**config.mk**
```make
export PLATFORM = sky130hd
export DESIGN_NAME = c3zp_window_cell
export DESIGN_NICKNAME = d
export VERILOG_FILES = /design/src/rtl/core/assert_macros.svh /design/src/rtl/core/c3zp_pkg.sv /design/src/rtl/core/c3zp_window_cell.sv
export SDC_FILE = /design/constraint.sdc
export NUM_CORES = 2
export LEC_CHECK = 0
export ABC_CLOCK_PERIOD_IN_PS = 8250
export BUFFER_PORTS_ARGS = -buffer_cell sky130_fd_sc_hd__buf_4
export CORE_ASPECT_RATIO = 2
export CORE_MARGIN = 5
export CORE_UTILIZATION = 30
export DETAILED_ROUTE_END_ITERATION = 10
export GPL_ROUTABILITY_DRIVEN = 0
export PLACE_DENSITY = 0.53
export SYNTH_ARGS = -nofsm -noshare
export SYNTH_HDL_FRONTEND = slang
export SYNTH_SLANG_ARGS = --single-unit
```
**constraint.sdc**
```tcl
create_clock -name clk -period 8.25 [get_ports clk]
set_input_delay 2.475 -clock clk [delete_from_list [all_inputs] [get_ports clk]]
set_output_delay 2.475 -clock clk [all_outputs]
set_load 0.05 [all_outputs]
```
**src/rtl/core/assert_macros.svh**
```systemverilog
// ----------------------------------------------------------------------------
// Assertion macros
// Shared concurrent assertion forms, clocked on clk and held off during rst.
// ----------------------------------------------------------------------------
`ifndef ASSERT_MACROS_SVH
`define ASSERT_MACROS_SVH

// property must hold at every clock edge out of reset
`define C3ZP_ASSERT(lbl, prop) \
  lbl: assert property (@(posedge clk) disable iff (rst) prop) \
    else $error("assertion failed");

// condition must never be seen at a clock edge out of reset
`define C3ZP_ASSERT_NEVER(lbl, cond) \
  lbl: assert property (@(posedge clk) disable iff (rst) !(cond)) \
    else $error("forbidden condition seen");

`endif

```
**src/rtl/core/c3zp_pkg.sv**
```systemverilog
// ----------------------------------------------------------------------------
// c3zp_pkg
// Widths, register codes, reset values and shared types of the 3x3 filter.
// ----------------------------------------------------------------------------
package c3zp_pkg;

  localparam int PIX_W          = 16;
  localparam int COEF_W         = 16;
  localparam int PROD_W         = PIX_W + COEF_W;
  localparam int COL_SUM_W      = PROD_W + 2;
  localparam int TOTAL_W        = COL_SUM_W + 2;
  localparam int RESULT_W       = 32;
  localparam int FRAC_W         = 8;
  localparam int LINE_W         = 2 * PIX_W;

  localparam int FRAME_WIDTH_W  = 11;
  localparam int FRAME_HEIGHT_W = 9;
  localparam int KERNEL_ROW_W   = 3 * COEF_W;
  localparam int APB_DATA_W     = 64;
  localparam int APB_ADDR_W     = 6;
  localparam int REG_IDX_W      = 3;

  localparam int DEF_MAX_LINE_WIDTH   = 1024;
  localparam int DEF_MAX_FRAME_HEIGHT = 256;

  localparam int QUEUE_DEPTH    = 8;
  localparam int QUEUE_PTR_W    = $clog2(QUEUE_DEPTH);
  localparam int QUEUE_CNT_W    = $clog2(QUEUE_DEPTH + 1);

  localparam logic [REG_IDX_W-1:0] REG_FRAME_WIDTH  = 3'd0;
  localparam logic [REG_IDX_W-1:0] REG_FRAME_HEIGHT = 3'd1;
  localparam logic [REG_IDX_W-1:0] REG_KERNEL_TOP   = 3'd2;
  localparam logic [REG_IDX_W-1:0] REG_KERNEL_MID   = 3'd3;
  localparam logic [REG_IDX_W-1:0] REG_KERNEL_BOT   = 3'd4;

  localparam logic [FRAME_WIDTH_W-1:0]  RST_FRAME_WIDTH  = 11'd1024;
  localparam logic [FRAME_HEIGHT_W-1:0] RST_FRAME_HEIGHT = 9'd256;
  localparam logic [KERNEL_ROW_W-1:0]   RST_KERNEL_MID   = 48'd256;

  // one window column, index 0 is the oldest row
  typedef logic [2:0][PIX_W-1:0]  pix_col_t;
  typedef logic [2:0][COEF_W-1:0] coef_col_t;

  typedef struct packed {
    logic                last;
    logic [RESULT_W-1:0] value;
  } result_t;

endpackage

```
**src/rtl/core/c3zp_window_cell.sv**
```systemverilog
// ----------------------------------------------------------------------------
// c3zp_window_cell
// One column of the 3x3 window: shifts in its neighbor's column, weights
// its three pixels and sums them into a column partial sum.
// ----------------------------------------------------------------------------
module c3zp_window_cell (
  input  logic                                  clk,
  input  logic                                  rst,
  input  logic                                  shift,
  input  c3zp_pkg::pix_col_t                    col_in,
  output c3zp_pkg::pix_col_t                    col_out,
  input  c3zp_pkg::coef_col_t                   coef,
  output logic signed [c3zp_pkg::COL_SUM_W-1:0] col_sum
);
  import c3zp_pkg::*;

  pix_col_t                 col;
  logic signed [PROD_W-1:0] prod [3];

  always_ff @(posedge clk) begin
    if (rst) begin
      col <= '0;
    end else if (shift) begin
      col <= col_in;
    end
  end

  assign col_out = col;

  // drop pixels under a zero weight
  always_ff @(posedge clk) begin
    for (int i = 0; i < 3; i++) begin
      prod[i] <= $signed((coef[i] == '0) ? {PIX_W{1'b0}} : col[i]) * $signed(coef[i]);
    end
    col_sum <= COL_SUM_W'(prod[0]) + COL_SUM_W'(prod[1]) + COL_SUM_W'(prod[2]);
  end

endmodule

```
* Word level (Yosys, flattened, before mapping)
Memories as Yosys holds them, arrays and structs flattened.
Cells that the tools add are included.
** Storage, ports and cells
- Flip-flop bits (word level) :: 82
- Word-level logic and storage cells :: 16
- Memories :: 1
- Memory bits (writable) :: 96
- Input port bits :: 99
- Output and inout port bits :: 82
** Cells by class
- Add/subtract/negate cells :: 2
- Multiplexer cells :: 3
- Multipliers :: 3
- Reductions and logical operators :: 3
** Memory list
- prod :: words 3, width 32, read ports 3, clocked after Yosys merged registers in 0, wr ports 3, RTL line c3zp_window_cell.sv:18 : logic signed [PROD_W-1:0] prod [3];
** Operators with widths (count)
- multiplier 16 x 16 -> 32 bit :: 3
- logical NOT 16 bit :: 3
- 2-to-1 mux 16 bit :: 3
- adder 33 x 32 -> 34 bit :: 1
- adder 32 x 32 -> 33 bit :: 1

* Depth between registers and ports, before layout
- Depth in word-level cells :: 3
- Gate-level depth with buffers :: 29
- Depth with buffers taken out :: 25

* Worst setup path before layout
OpenSTA, ideal clock, no wires.
- Path kind :: input port to flip-flop
- Start point :: in coef[41] (netlist bit)
- End point :: mem prod[0][93] (netlist bit)
- Arrival time :: 8.594 ns
- Path buffers :: 4
- Stages :: 27
- Slack :: -0.463 ns
- Path through :: clkbuf_1 nor4_1 nand4_1 clkbuf_1 clkbuf_1 and3_1 fa_1 inv_1 fa_1 fa_1 inv_1 fa_1 fa_1 inv_1 fa_1 inv_1 ha_1 clkbuf_2 a21oi_1 o21ai_1 a211oi_1 o21a_1 a2111oi_4 o41ai_2 nand2b_1 a211oi_1 nor2_1
** RTL lines
- from (decl) :: RTL line c3zp_window_cell.sv:12 : input c3zp_pkg::coef_col_t coef,
- to (decl) :: RTL line c3zp_window_cell.sv:18

==> impl_metrics.ini <==
[yosys]
synth_top_area_frac = 0.451
synth.lib_cells_used.distinct = 62
cell_type_with_the_highest_aggregate_area_in_the_netlist = fa_1
synthesis.nets = 5061
postSynth.asyncResetShare = 0
edff_count_synth = 0
syn_avg_cell_area_um2 = 9.41
yosysSeqAreaShare = 0.0980
synth.yosys.warnings = 0
main_area_contributors_after_synthesis = fa_1 45%, dfxtp_1 9.8%, ha_1 9.5%
most_used_standard_cell_by_instance_count_after_synthesis = inv_1
ys_ff_latch = 178
mappedNetlistArea_um2 = 36400
ys.flop_type = dfxtp_1
yosys-top-cells-count = 868 x inv_1, 820 x fa_1, 360 x nand2_1
post_synth_inst_count = 3865

[finish]
final_nets = 5520
areaGrowthSynthToFinish_pct = 22.1
utilization = 0.369
fraction_of_layout_cells_with_a_size_suffix_above_1 = 0.210
layout.cells.non_filler = 5891

[setup_path]
critical_path_data_required_time_ns = 8.67
worst_setup_path_end_kind = flop
worstPathMaxFanout = 5
arrival_ns = 8.84
timing.setup.critical_path_class = input port to flop
worstSetupStartpointType = input port

[job]
maxCapViolations = 0

[sta]
slew_viol_final = 0
rsz_0062_raised_after_global_routing = true
final_setup_violating_endpoints = 9
worstMarginPinSlew_ns = 0.966
final.period_utilization = 1.02
fmax_ghz = 0.119
maxSlewHeadroom = 0.355
tns_ns = -0.453
min_period_ns = 8.42
timing.final.hold_violations = 0
worst_slack_setup_final_ns = -0.169
finalClockSkew_ns = 0.0223

[power_and_ir_drop]
powerDensity_nw_per_um2 = 378
peakVddDrop_uv = 352
reported_leakage_power_nw = 22.9

[detailed_routing]
routed_length_per_instance_um = 19.4
via_count = 28200
tritonroute_pass_1_iters = 7
postRouteWirelength_mm = 114
detail_route.vias_per_cell = 4.79
postRouteAntennaNets = 0
drt_first_iter_violations = 1064
post-route-drc-count = 0

[place]
io_buffer_count = 180
numPlacedInstances = 5818
pre_cts_setup_slack_ns = -1.13
place_hpwl_mm = 96.0

[clock_tree]
clk-insertion-delay-late_ns = 0.51
cts_hold_buffers = 0
cts-root-to-sink-buffers = 2
cts_max_level = 4
ctsRootBufferMaster = clkbuf_16
numCtsBuffers = 17
clk_pin_slew_ns = 0.09
cts_tree = yes
numClockSinks = 178

[global_routing]
grt-ovfl-total = 0
grt_max_degree = 49
first_global_vias = 31800
grt_pass1_wl_mm = 177
grt_antenna_before_repair = 4
grtUsageTotal = 0.179

[status]
status = finished with violations
failed_checks = negative setup slack

[floorplan]
initial_utilization = 0.302
core_area_um2 = 120000
die_h_um = 502
design.die.area_um2 = 129000
fp.dieW_um = 256
placementRows = 180
num_io_pins = 181

[worst_hold_path]
holdCritPathClass = flop to flop
[worst paths after layout]
check / depth (start not counted) / to / slack [ns] / startpoint
worst min-delay path: 3 / col_sum[0]$_DFF_P_ / 0.62 / prod[0][0]$_DFF_P_
worst min register to register: 3 / col_sum[0]$_DFF_P_ / 0.62 / prod[0][0]$_DFF_P_
worst max register to register: 23 / prod[0][31]$_DFF_P_ / 1.74 / col_out[7]$_SDFFE_PP0P_
worst max-delay path: 26 / prod[0][95]$_DFF_P_ / -0.17 / coef[46]
[repair_timing]
item,4_1_cts,5_1_grt
buffers inserted,6,26
pin swaps,26,139
gates resized for setup,65,232
cloned,3,4
setup endpoints to repair,32,38
[sequential cells by signal (all words and copies together) (netlist names)]
signal and count:
col_sum 34, prod 96, col_out 48
[metal layers]
metal	track usage	part of all wire	wire length (µm)	vias up
li1	-	-	-	12600
met1	0.169	0.32	36300	14500
met2	0.355	0.57	64800	713
met3	0.0199	0.032	3630	351
met4	0.121	0.082	9330	2
met5	0	0.00011	13	-
[worst max-delay path, cell delays in order]
cell and delay, ns:
buf_6 0.10, nor4_4 0.35, nand4_1 0.15, buf_6 0.18, clkbuf_16 0.17, and2_4 0.18
buf_6 0.11, nand2_2 0.06, fa_1 0.46, fa_1 0.53, inv_1 0.06, fa_1 0.49
fa_1 0.53, fa_1 0.57, inv_2 0.04, fa_1 0.51, inv_2 0.05, ha_4 0.25
and3_4 0.18, and3_4 0.21, o21ai_4 0.07, a2111oi_4 0.47, o41ai_4 0.15, a21oi_2 0.19
nor4_1 0.08, a311oi_1 0.22
[final cells by class]
cell class	count	area (µm²)
Timing Repair Buffer	612	4860
Antenna cell	7	17.5
Fill cell	12300	76100
Clock buffer	17	425
Multi-Input combinational cell	2647	30200
Inverter	868	3260
Sequential cell	178	3560
Clock inverter	15	188
Tap cell	1547	1940
[placed cells by master (no fill, tap or decap), types with 30 or more instances in the layout]
master     n
a21o_1    50
a21oi_1   63
and2_1   190
and3_1   187
buf_4    569
buf_6     31
dfxtp_1  178
fa_1     785
fa_2      35
ha_1     248
inv_1    837
inv_2     31
mux2i_1   49
nand2_1  339
nand3_1   46
nor2_1   135
o21ai_0   37
xnor2_1   93
xor2_1    30
[logic make-up (layout without fill, tap and decap cells)]
kind of cell	Yosys count	count (layout)	synth area share
AOI/OAI and AO/OA	298	298	0.0552
xor gates and xnor gates	129	129	0.0311
adders and majority gates	1097	1097	0.547
buffers and inverters	1040	1512	0.107
DFF	178	178	0.0980
muxes	50	50	0.0138
other	0	7	0
and+or+nand+nor	1073	1073	0.148
[stage by stage]
step / instance area [µm²] / hold WS [ns] / power (W)
final: 44400 / 0.617 / 0.0168
after global routing: 44400 / 0.654 / 0.0185
after detailed placement: 42400 / 0.624 / 0.0150
after global placement: 42400 / 0.627 / 0.0150
after floorplan: 37000 / 0.549 / 0.0102
after CTS: 43400 / 0.631 / 0.0163
[where the power goes]
group	internal (W)	leakage [nW]	switching, W
clock	0.000436	0.292	0.000462
combinational	0.00677	21.1	0.00746
sequential	0.00134	1.49	0.000312
Note: power is estimated with default switching activity, not from simulation.
