### src/rtl/core/assert_macros.svh
// ----------------------------------------------------------------------------
// Assertion macros
// Shared concurrent assertion forms, clocked on clk and held off during rst.
// ----------------------------------------------------------------------------
`ifndef ASSERT_MACROS_SVH
`define ASSERT_MACROS_SVH

// property must hold at every clock edge out of reset
`define C3ZP_ASSERT(lbl, prop) \
  lbl: assert property (@(posedge clk) disable iff (rst) prop) \
    else $error("assertion failed");

// condition must never be seen at a clock edge out of reset
`define C3ZP_ASSERT_NEVER(lbl, cond) \
  lbl: assert property (@(posedge clk) disable iff (rst) !(cond)) \
    else $error("forbidden condition seen");

`endif

### src/rtl/core/c3zp_pkg.sv
// ----------------------------------------------------------------------------
// c3zp_pkg
// Widths, register codes, reset values and shared types of the 3x3 filter.
// ----------------------------------------------------------------------------
package c3zp_pkg;

  localparam int PIX_W          = 16;
  localparam int COEF_W         = 16;
  localparam int PROD_W         = PIX_W + COEF_W;
  localparam int COL_SUM_W      = PROD_W + 2;
  localparam int TOTAL_W        = COL_SUM_W + 2;
  localparam int RESULT_W       = 32;
  localparam int FRAC_W         = 8;
  localparam int LINE_W         = 2 * PIX_W;

  localparam int FRAME_WIDTH_W  = 11;
  localparam int FRAME_HEIGHT_W = 9;
  localparam int KERNEL_ROW_W   = 3 * COEF_W;
  localparam int APB_DATA_W     = 64;
  localparam int APB_ADDR_W     = 6;
  localparam int REG_IDX_W      = 3;

  localparam int DEF_MAX_LINE_WIDTH   = 1024;
  localparam int DEF_MAX_FRAME_HEIGHT = 256;

  localparam int QUEUE_DEPTH    = 8;
  localparam int QUEUE_PTR_W    = $clog2(QUEUE_DEPTH);
  localparam int QUEUE_CNT_W    = $clog2(QUEUE_DEPTH + 1);

  localparam logic [REG_IDX_W-1:0] REG_FRAME_WIDTH  = 3'd0;
  localparam logic [REG_IDX_W-1:0] REG_FRAME_HEIGHT = 3'd1;
  localparam logic [REG_IDX_W-1:0] REG_KERNEL_TOP   = 3'd2;
  localparam logic [REG_IDX_W-1:0] REG_KERNEL_MID   = 3'd3;
  localparam logic [REG_IDX_W-1:0] REG_KERNEL_BOT   = 3'd4;

  localparam logic [FRAME_WIDTH_W-1:0]  RST_FRAME_WIDTH  = 11'd1024;
  localparam logic [FRAME_HEIGHT_W-1:0] RST_FRAME_HEIGHT = 9'd256;
  localparam logic [KERNEL_ROW_W-1:0]   RST_KERNEL_MID   = 48'd256;

  // one window column, index 0 is the oldest row
  typedef logic [2:0][PIX_W-1:0]  pix_col_t;
  typedef logic [2:0][COEF_W-1:0] coef_col_t;

  typedef struct packed {
    logic                last;
    logic [RESULT_W-1:0] value;
  } result_t;

endpackage

### src/rtl/core/c3zp_result_fifo.sv
// ----------------------------------------------------------------------------
// c3zp_result_fifo
// Output queue that decouples the filter pipeline from the result consumer.
// ----------------------------------------------------------------------------
module c3zp_result_fifo (
  input  logic              clk,
  input  logic              rst,
  input  logic              push,
  input  c3zp_pkg::result_t push_data,
  output logic              pop_valid,
  input  logic              pop_ready,
  output c3zp_pkg::result_t pop_data
);
  import c3zp_pkg::*;

  result_t                slots [QUEUE_DEPTH];
  logic [QUEUE_PTR_W-1:0] wr_ptr;
  logic [QUEUE_PTR_W-1:0] rd_ptr;
  logic [QUEUE_CNT_W-1:0] count;
  logic                   pop;

  assign pop_valid = (count != '0);
  assign pop_data  = slots[rd_ptr];
  assign pop       = pop_valid && pop_ready;

  always_ff @(posedge clk) begin
    if (push) begin
      slots[wr_ptr] <= push_data;
    end
  end

  always_ff @(posedge clk) begin
    if (rst) begin
      wr_ptr <= '0;
      rd_ptr <= '0;
      count  <= '0;
    end else begin
      if (push) begin
        wr_ptr <= (wr_ptr == QUEUE_PTR_W'(QUEUE_DEPTH - 1)) ? '0 : wr_ptr + 1'b1;
      end
      if (pop) begin
        rd_ptr <= (rd_ptr == QUEUE_PTR_W'(QUEUE_DEPTH - 1)) ? '0 : rd_ptr + 1'b1;
      end
      case ({push, pop})
        2'b10:   count <= count + 1'b1;
        2'b01:   count <= count - 1'b1;
        default: count <= count;
      endcase
    end
  end

endmodule

### config.mk
export PLATFORM = sky130hd
export DESIGN_NAME = c3zp_result_fifo
export DESIGN_NICKNAME = d
export VERILOG_FILES = /design/src/rtl/core/assert_macros.svh /design/src/rtl/core/c3zp_pkg.sv /design/src/rtl/core/c3zp_result_fifo.sv
export SDC_FILE = /design/constraint.sdc
export NUM_CORES = 1
export LEC_CHECK = 0
export BUFFER_PORTS_ARGS = -buffer_cell sky130_fd_sc_hd__buf_4
export CAP_MARGIN = 20
export CORE_MARGIN = 8
export CORE_UTILIZATION = 40
export DETAILED_ROUTE_END_ITERATION = 8
export GPL_ROUTABILITY_DRIVEN = 0
export SETUP_SLACK_MARGIN = 0.4
export SLEW_MARGIN = 10
export SYNTH_ARGS = -nofsm -noshare
export SYNTH_HDL_FRONTEND = slang
export SYNTH_SLANG_ARGS = --single-unit
### constraint.sdc
create_clock -name clk -period 5.46 [get_ports clk]
set_clock_uncertainty 0.1 [all_clocks]
set_input_delay 0.273 -clock clk [delete_from_list [all_inputs] [get_ports clk]]
set_output_delay 0.273 -clock clk [all_outputs]
set_load 0.005 [all_outputs]
Word-level counts from Yosys, hierarchy flattened. Memory sizes are Yosys's and may differ from the RTL's. A register that Yosys moved wholly into a read port is not among the register bits. Index checks and enable logic that the tools add are counted.

Reduce and logical (&&, ||, !) cells: 3. $mul: 0. Order comparisons: 0. Add/subtract/negate cells: 4. Shift operators: 0. Eq/ne operators: 4. Bitwise gates (word level): 0. Div/mod/pow operators: 0. Mux-type cells: 7.

Operator list (number): $mux 3 (4); $pmux 4 s2 (1); $add 3x1->3 const B (2); $eq 3x3->1 const B (2); $add 4x1->4 const B (1); $reduce_bool 4->1 (1); $sub 4x1->4 const B (1); $eq 2x1->1 const B (1); $eq 2x2->1 const B (1); $mux 1 (2); $reduce_bool 2->1 (1); $logic_and 1x1->1 (1).

RAM bits: 264. Input port bits: 37. Bits in latches: 0. Bits in read-only memories: 0. Logic and storage cells: 22. Memories: 1. Register bits after elaboration: 10.

Memory list: slots (depth 8, width 33, read ports 1, clocked after memory_dff 1, wr ports 1, line c3zp_result_fifo.sv:16) `result_t slots [QUEUE_DEPTH];`.

Longest topological paths before layout. Gate-level depths: netlist (run 1).

Depth in word-level cells: 4. Gate-level depth with buffers: 10. Mapped depth without buffers: 10.

Least setup slack after synthesis (run 1). No wires, ideal clock.

Kind: reg-to-reg. From: register wr_ptr[0]. To: memory slots[0][0] in the netlist's numbering, enable pin. Arrival time: 2.790 ns. Period minus slack after synthesis: 3.354 ns. Buffers on the path: 0. Data required time: 4.896 ns. Path slack: 2.106 ns. Cell stages (with the launch flop): 3. Cells stage by stage: dfxtp_1 > nand2b_1 > nor3_1.

RTL lines: from (decl) (line c3zp_result_fifo.sv:17) `logic [QUEUE_PTR_W-1:0] wr_ptr;`; from (signal assigned) (line c3zp_result_fifo.sv:39) `wr_ptr <= (wr_ptr == QUEUE_PTR_W'(QUEUE_DEPTH - 1)) ? '0 : wr_ptr + 1'b1;`; to (decl) (line c3zp_result_fifo.sv:16).

Straight into the memory's write port.

==> results of run 1 <==
## power by group through the flow
stage	clock network [mW]	registers (mW)	logic [mW]
5_1_grt	1.91	2.55	0.943
3_5_place_dp	0	2.59	0.850
4_1_cts	1.83	2.54	0.877
6_report	1.78	2.52	0.868
3_3_place_gp	0	2.58	0.830
2_1_floorplan	0	2.46	0.657
## sequential cells by signal, indices dropped and copies added, names as in the netlist, named ones only
signal and cells:
rd_ptr 3, slots 264, count 4, wr_ptr 3
## final timing paths
| path | startpoint | to | slack [ns] | depth (start not counted) |
|---|---|---|---|---|
| worst max-delay path | flop | pop_data[7] | 2.07 | 4 |
| worst max register to register | count[1] | count[3] | 2.66 | 8 |
| worst min-delay path | rd_ptr[1] | flop | 0.38 | 2 |
| worst min register to register | rd_ptr[1] | flop | 0.38 | 2 |
## logic make-up after synthesis
| group | count (synthesis) |
|---|---|
| compound gates | 9 |
| xor+xnor | 3 |
| fa+ha+maj | 7 |
| buf+inv | 22 |
| flops | 277 |
| mux | 104 |
| simple gates | 33 |
## synth_stat cells, drive strengths merged
cell    count
a21oi       6
a41oi       1
buf        12
clkbuf      8
dfxtp      13
edfxtp    264
ha          7
inv         2
mux2       35
mux2i       3
mux4       66
nand2       7
nand2b      3
nand3       1
nand4b      1
nor2       13
nor2b       1
nor3        3
nor4b       1
o21ai       1
o41ai       1
or3         2
or4         1
xor2        3
## worst min-delay path, cell delays in order (launching register included)
cell	delay, ns
dfxtp_1	0.31
nand2_1	0.06
a21oi_1	0.07
## layer usage
metal | wire [um] | GRT usage, %
met1 | 9380 | 17.8
met2 | 10500 | 23.0
met3 | 803 | 2.35
met4 | 364 | 2.82
met5 | 0 | 0
## per-stage QoR
step	power, mW	setup slack, ns	hold WS (ns)	instance area, um^2	instances
floorplan	3.12	2.11	0.272	10600	455
global placement	3.41	2.52	0.350	11500	850
detailed placement	3.44	2.50	0.384	11600	851
CTS	5.25	1.93	0.393	12800	938
global route	5.40	1.79	0.413	12800	939
finish	5.17	2.07	0.385	12800	939
## timing repair
| item | 4_1_cts | 5_1_grt |
|---|---|---|
| hold buffers | 36 | 0 |
| gates resized for setup | 0 | 0 |
| endpoints found under the hold margin | 276 | 0 |
| setup buffers | 0 | 0 |
## cell type report
cell class | count | area share [%]
Clock inverter | 12 | 0.919
Inverter | 2 | 0.0586
Timing Repair Buffer | 118 | 7.88
Multi-Input combinational cell | 156 | 18.1
Tap cell | 335 | 3.27
Clock buffer | 39 | 5.80
Sequential cell | 277 | 64.0
==> flow_summary_export.csv, run 1 <==
group,metric,value,unit
die,core-area,0.0260,mm^2
worst_setup_path,path_buf_inv,2,
cells_and_area,finalNetCount,627,
logic_synthesis,ys_seq_area_share,77.4,%
timing,slew_viol_final,0,
cts,h-tree-depth,1,
power_and_ir_drop,ir_drop,0.267,mV
route,drtIter0Drc,327,
route,dr.pass1.iters,4,
timing,setup_viol,0,
die,fp.dieW,179,um
cells_and_area,n_fill_cell,2100,
logic_synthesis,synth_top_family_by_area,"multiplexers",
logic_synthesis,yosysTopAreaCellShare,75.0,%
logic_synthesis,synthSimpleGateAreaFrac,1.49,%
logic_synthesis,synth.area.mux_share,18.3,%
logic_synthesis,synthCells,455,
logic_synthesis,avgSynthCellArea,23.2,um^2
die,start_util,40.7,%
placed_design,io_buffer_count,70,
die,ioPinCount,71,
timing,setup_tns,0,ns
timing,period_needed,3.39,ns
timing,rsz0062_at_grt,"no",
run_status,status,"completed",
route,ant_nets,0,
logic_synthesis,ys_ff_latch,277,
logic_synthesis,yosysWarnings,0,
worst_setup_path,worst_path_largest_cell_delay,0.99,ns
timing,hold_violations,0,
power_and_ir_drop,p_leak,4.15,nW
die,dieArea,0.0319,mm^2
worst_setup_path,worstSetupPathType,"flop to output port",
logic_synthesis,synth_compound_area_share,0.497,%
logic_synthesis,yosysTopAreaCell,"edfxtp_1",
logic_synthesis,synthAdderAreaFrac,0.828,%
power_and_ir_drop,p_switching,1.19,mW
timing,fin_crit_sh,62.2,%
worst_setup_path,endpoint_kind,"output port",
route,detail_route.wl_per_cell,22.4,um
cts,clockRootBuffer,"clkbuf_16",
route,route.detailed.drc,0,
global_route,grt_use_total,13.4,%
logic_synthesis,synthesis.area,0.0106,mm^2
power_and_ir_drop,p_comb_share,16.8,%
cts,cts_tree,"built",
global_route,grt_max_degree,51,
worst_setup_path,cp_max_fo,50,
worst_setup_path,required,5.09,ns
cells_and_area,fin_util,49.3,%
cts,cts_buffers,28,
logic_synthesis,synth-xor-area-share,0.249,%
logic_synthesis,ys_types,28,
cts,clockBufferDepth,3,
worst_setup_path,crit_chain,"buf_4 -> mux4_2 -> mux2_2 -> buf_4",
cells_and_area,multi_input_area,0.00231,mm^2
logic_synthesis,synth.top_cells.by_area,"edfxtp_1, mux4_2, mux2_2",
route,wl,21.0,mm
worst_setup_path,arrival,3.02,ns
global_route,grt_pass1_vias,5479,
logic_synthesis,syn_nets,499,
min_path,hp-class,"flop to flop",
placed_design,dp_hpwl,11.5,mm
worst_setup_path,cp-start-kind,"flop",
cells_and_area,area_growth,21.1,%
power_and_ir_drop,switching_share,22.9,%
global_route,grt_pass1_wl,32.4,mm
worst_setup_path,cpMaxStageDelayCell,"dfxtp_4",
global_route,antenna_found_initial,0,
power_and_ir_drop,powerDensity,404,mW/mm^2
global_route,grt_remaining_overflow,0,
route,viasPerCell,5.23,
power_and_ir_drop,clkPwrFrac,34.4,%
timing,timing.fmax,0.295,GHz
cells_and_area,drive_gt1_share,36.6,%
route,vias,4913,
power_and_ir_drop,p_int,3.98,mW
die,rows,59,
power_and_ir_drop,p_seq_share,48.8,%
worst_setup_path,crit_path_frequent_cell,"buf_4",
cts,path_clk_slew,0.06,ns
cells_and_area,diodes,0,
cts,clock-sinks,277,
cts,worstSkewPairLatency,0.53,ns
cells_and_area,layout_common_cells,"edfxtp_1, buf_4, mux4_2",
timing,tightestPinTransition,0.993,ns
flow_run,maxCapViolCount,0,
die,fp.dieH,179,um
cells_and_area,layout_commonest_cell,"edfxtp_1",
cells_and_area,ff_latch_area,0.00819,mm^2
timing,slew_headroom,33.8,%
worst_setup_path,path_delay_family,"flip-flops",
No activity file was read; power rests on OpenSTA's default activity.
==> run 2, diff against run 1 <==
Clock period 5.46 ns to 3.28 ns, I/O delays scaled along.
==> run 2 against run 1 <==
Net effect:
- register-to-register slack got worse by 2.2 ns
- power rose by 66%
- critical path type is now flop to flop
- cell count is 0.53% higher
- clock-buffer cell count decreased by 5
- combinational power up 85%
- via count rose by 0.51%
- die area unchanged
- core utilization up 0.23 points
- critical path depth up 6
- design area is 0.47% higher
==> flow_summary_export.csv, run 2 (synthesized netlist as in run 1, its figures left out) <==
group,metric,value,unit
timing,tightestPinTransition,0.664,ns
global_route,grt_max_degree,40,
timing,hold_violations,0,
route,route.detailed.drc,0,
timing,slew_headroom,55.6,%
route,ant_nets,0,
worst_setup_path,worst_path_largest_cell_delay,0.63,ns
global_route,grt_remaining_overflow,0,
placed_design,dp.cells,857,
worst_setup_path,path_buf_inv,1,
global_route,grt_pass1_vias,5447,
cells_and_area,diodes,0,
route,detail_route.wl_per_cell,22.3,um
min_path,hp-class,"input pin to flop",
cts,clock-sinks,277,
cells_and_area,finalNetCount,635,
worst_setup_path,cp-start-kind,"flop",
route,wl,21.1,mm
worst_setup_path,path_delay_family,"simple AND/OR/NAND/NOR gates",
timing,period_needed,2.77,ns
die,core-area,0.0260,mm^2
cts,cts_tree,"built",
die,fp.dieH,179,um
die,rows,59,
cts,path_clk_slew,0.06,ns
cells_and_area,layout_commonest_cell,"edfxtp_1",
cells_and_area,fin_cells,944,
cells_and_area,regMostFlops,"slots",
power_and_ir_drop,ir_drop,0.464,mV
route,vias,4938,
route,dr.pass1.iters,4,
worst_setup_path,reg2regPathDepth,10,
worst_setup_path,endpoint_kind,"flop",
worst_setup_path,crit_chain,"or4_1 -> nand2_2 -> inv_1 -> ha_1 -> xor2_1 -> ha_1 -> a21oi_1 -> xor2_1 -> or3_1 -> a21oi_1",
cts,worstSkewPairLatency,0.52,ns
worst_setup_path,arrival,3.11,ns
cts,clockRootBuffer,"clkbuf_16",
placed_design,io_buffer_count,70,
cells_and_area,largest_reg_flops,264,
run_status,status,"completed",
timing,rsz0062_at_grt,"no",
worst_setup_path,cp_max_fo,6,
timing,setup_viol,0,
min_path,holdPathEnd,"slots[0][2]",
worst_setup_path,required,3.62,ns
worst_setup_path,r2r_setup_slack,0.51,ns
die,start_util,40.7,%
die,ioPinCount,71,
flow_run,maxCapViolCount,0,
cts,clockBufferDepth,3,
power_and_ir_drop,p_leak,4.18,nW
placed_design,dp_hpwl,12.3,mm
power_and_ir_drop,powerDensity,666,mW/mm^2
worst_setup_path,r2r_start,"count[1]",
cells_and_area,area_growth,21.6,%
min_path,min_path_cells,2,
route,drtIter0Drc,277,
cells_and_area,reg_top3,"slots: 264 flops, count: 4 flops",
worst_setup_path,cpMaxStageDelayCell,"or4_1",
min_path,hold_start,"push_data[2]",
die,fp.dieW,179,um
global_route,grt_pass1_wl,32.2,mm
global_route,antenna_found_initial,0,
cells_and_area,layout_common_cells,"edfxtp_1, buf_4, mux4_2",
timing,setup_tns,0,ns
timing,timing.fmax,0.361,GHz
timing,slew_viol_final,0,
cts,cts_buffers,29,
worst_setup_path,r2r-end,"count[2]",
cells_and_area,drive_gt1_share,37.9,%
timing,fin_crit_sh,84.5,%
route,viasPerCell,5.23,
worst_setup_path,worstSetupPathType,"flop to flop",
cts,h-tree-depth,1,
global_route,grt_use_total,13.3,%
die,dieArea,0.0319,mm^2
-- run 2: cell count changes in the layout (fill, tap and decap cells not counted), sizes merged --
cell,previous run,this run
clkinv,9,14
clkbuf,39,34
clkinvlp,0,1
inv,3,2
bufinv,2,0
buf,82,88
dlygate4sd3,36,37
-- run 2: how the worst max path moves through the flow --
stage                   from  endpoint  slack [ns]  cells after the start
floorplan           count[1]  count[3]        0.71                      9
global placement    count[1]  count[2]        0.67                     10
detailed placement  count[1]  count[2]        0.52                     10
CTS                 count[1]  count[2]        0.48                     10
global route        count[1]  count[2]        0.40                     10
finish              count[1]  count[2]        0.51                     10
-- run 2: timing repair --
action                                  CTS  global route
cloned                                    0             0
buffers inserted                          1             0
resized for setup                         0             1
endpoints found under the setup margin    9             1
pin swaps                                 0             0
hold buffers                             37             0
hold endpoints to repair                277             0
-- run 2: per-layer routing --
layer  global-route usage (%)  vias to the layer above  routed length, um
li1                         -                     2191                  -
met1                     16.9                     2609               8970
met2                     23.3                      114              10700
met3                     2.31                       24                977
met4                     3.07                        0                379
met5                        0                        -                  0
-- run 2: through the flow --
stage | power [mW] | setup WS [ns] | utilization, % | hold WS (ns) | instance area, um^2
floorplan | 5.19 | 0.712 | - | 0.163 | 10600
global placement | 5.73 | 0.667 | 44.8 | 0.290 | 11700
detailed placement | 5.78 | 0.516 | 44.8 | 0.300 | 11700
CTS | 8.69 | 0.480 | 49.5 | 0.293 | 12900
global route | 8.92 | 0.405 | 49.5 | 0.310 | 12900
finish | 8.56 | 0.508 | 49.5 | 0.317 | 12900
-- run 2: final cells by class --
| cell class | count | area, um^2 |
|---|---|---|
| Fill cell | 2102 | 13100 |
| Clock buffer | 34 | 744 |
| Clock inverter | 15 | 72.6 |
| Sequential cell | 277 | 8200 |
| Multi-Input combinational cell | 156 | 2330 |
| Inverter | 2 | 7.51 |
| Tap cell | 335 | 419 |
| Timing Repair Buffer | 125 | 1090 |
-- run 2: power breakdown --
part | internal, mW | leakage (nW) | total, mW | switching, mW
Clock | 1.60 | 0.402 | 2.82 | 1.22
Sequential | 3.99 | 2.51 | 4.13 | 0.142
Combinational | 0.963 | 1.27 | 1.61 | 0.644
Total | 6.55 | 4.18 | 8.56 | 2.01
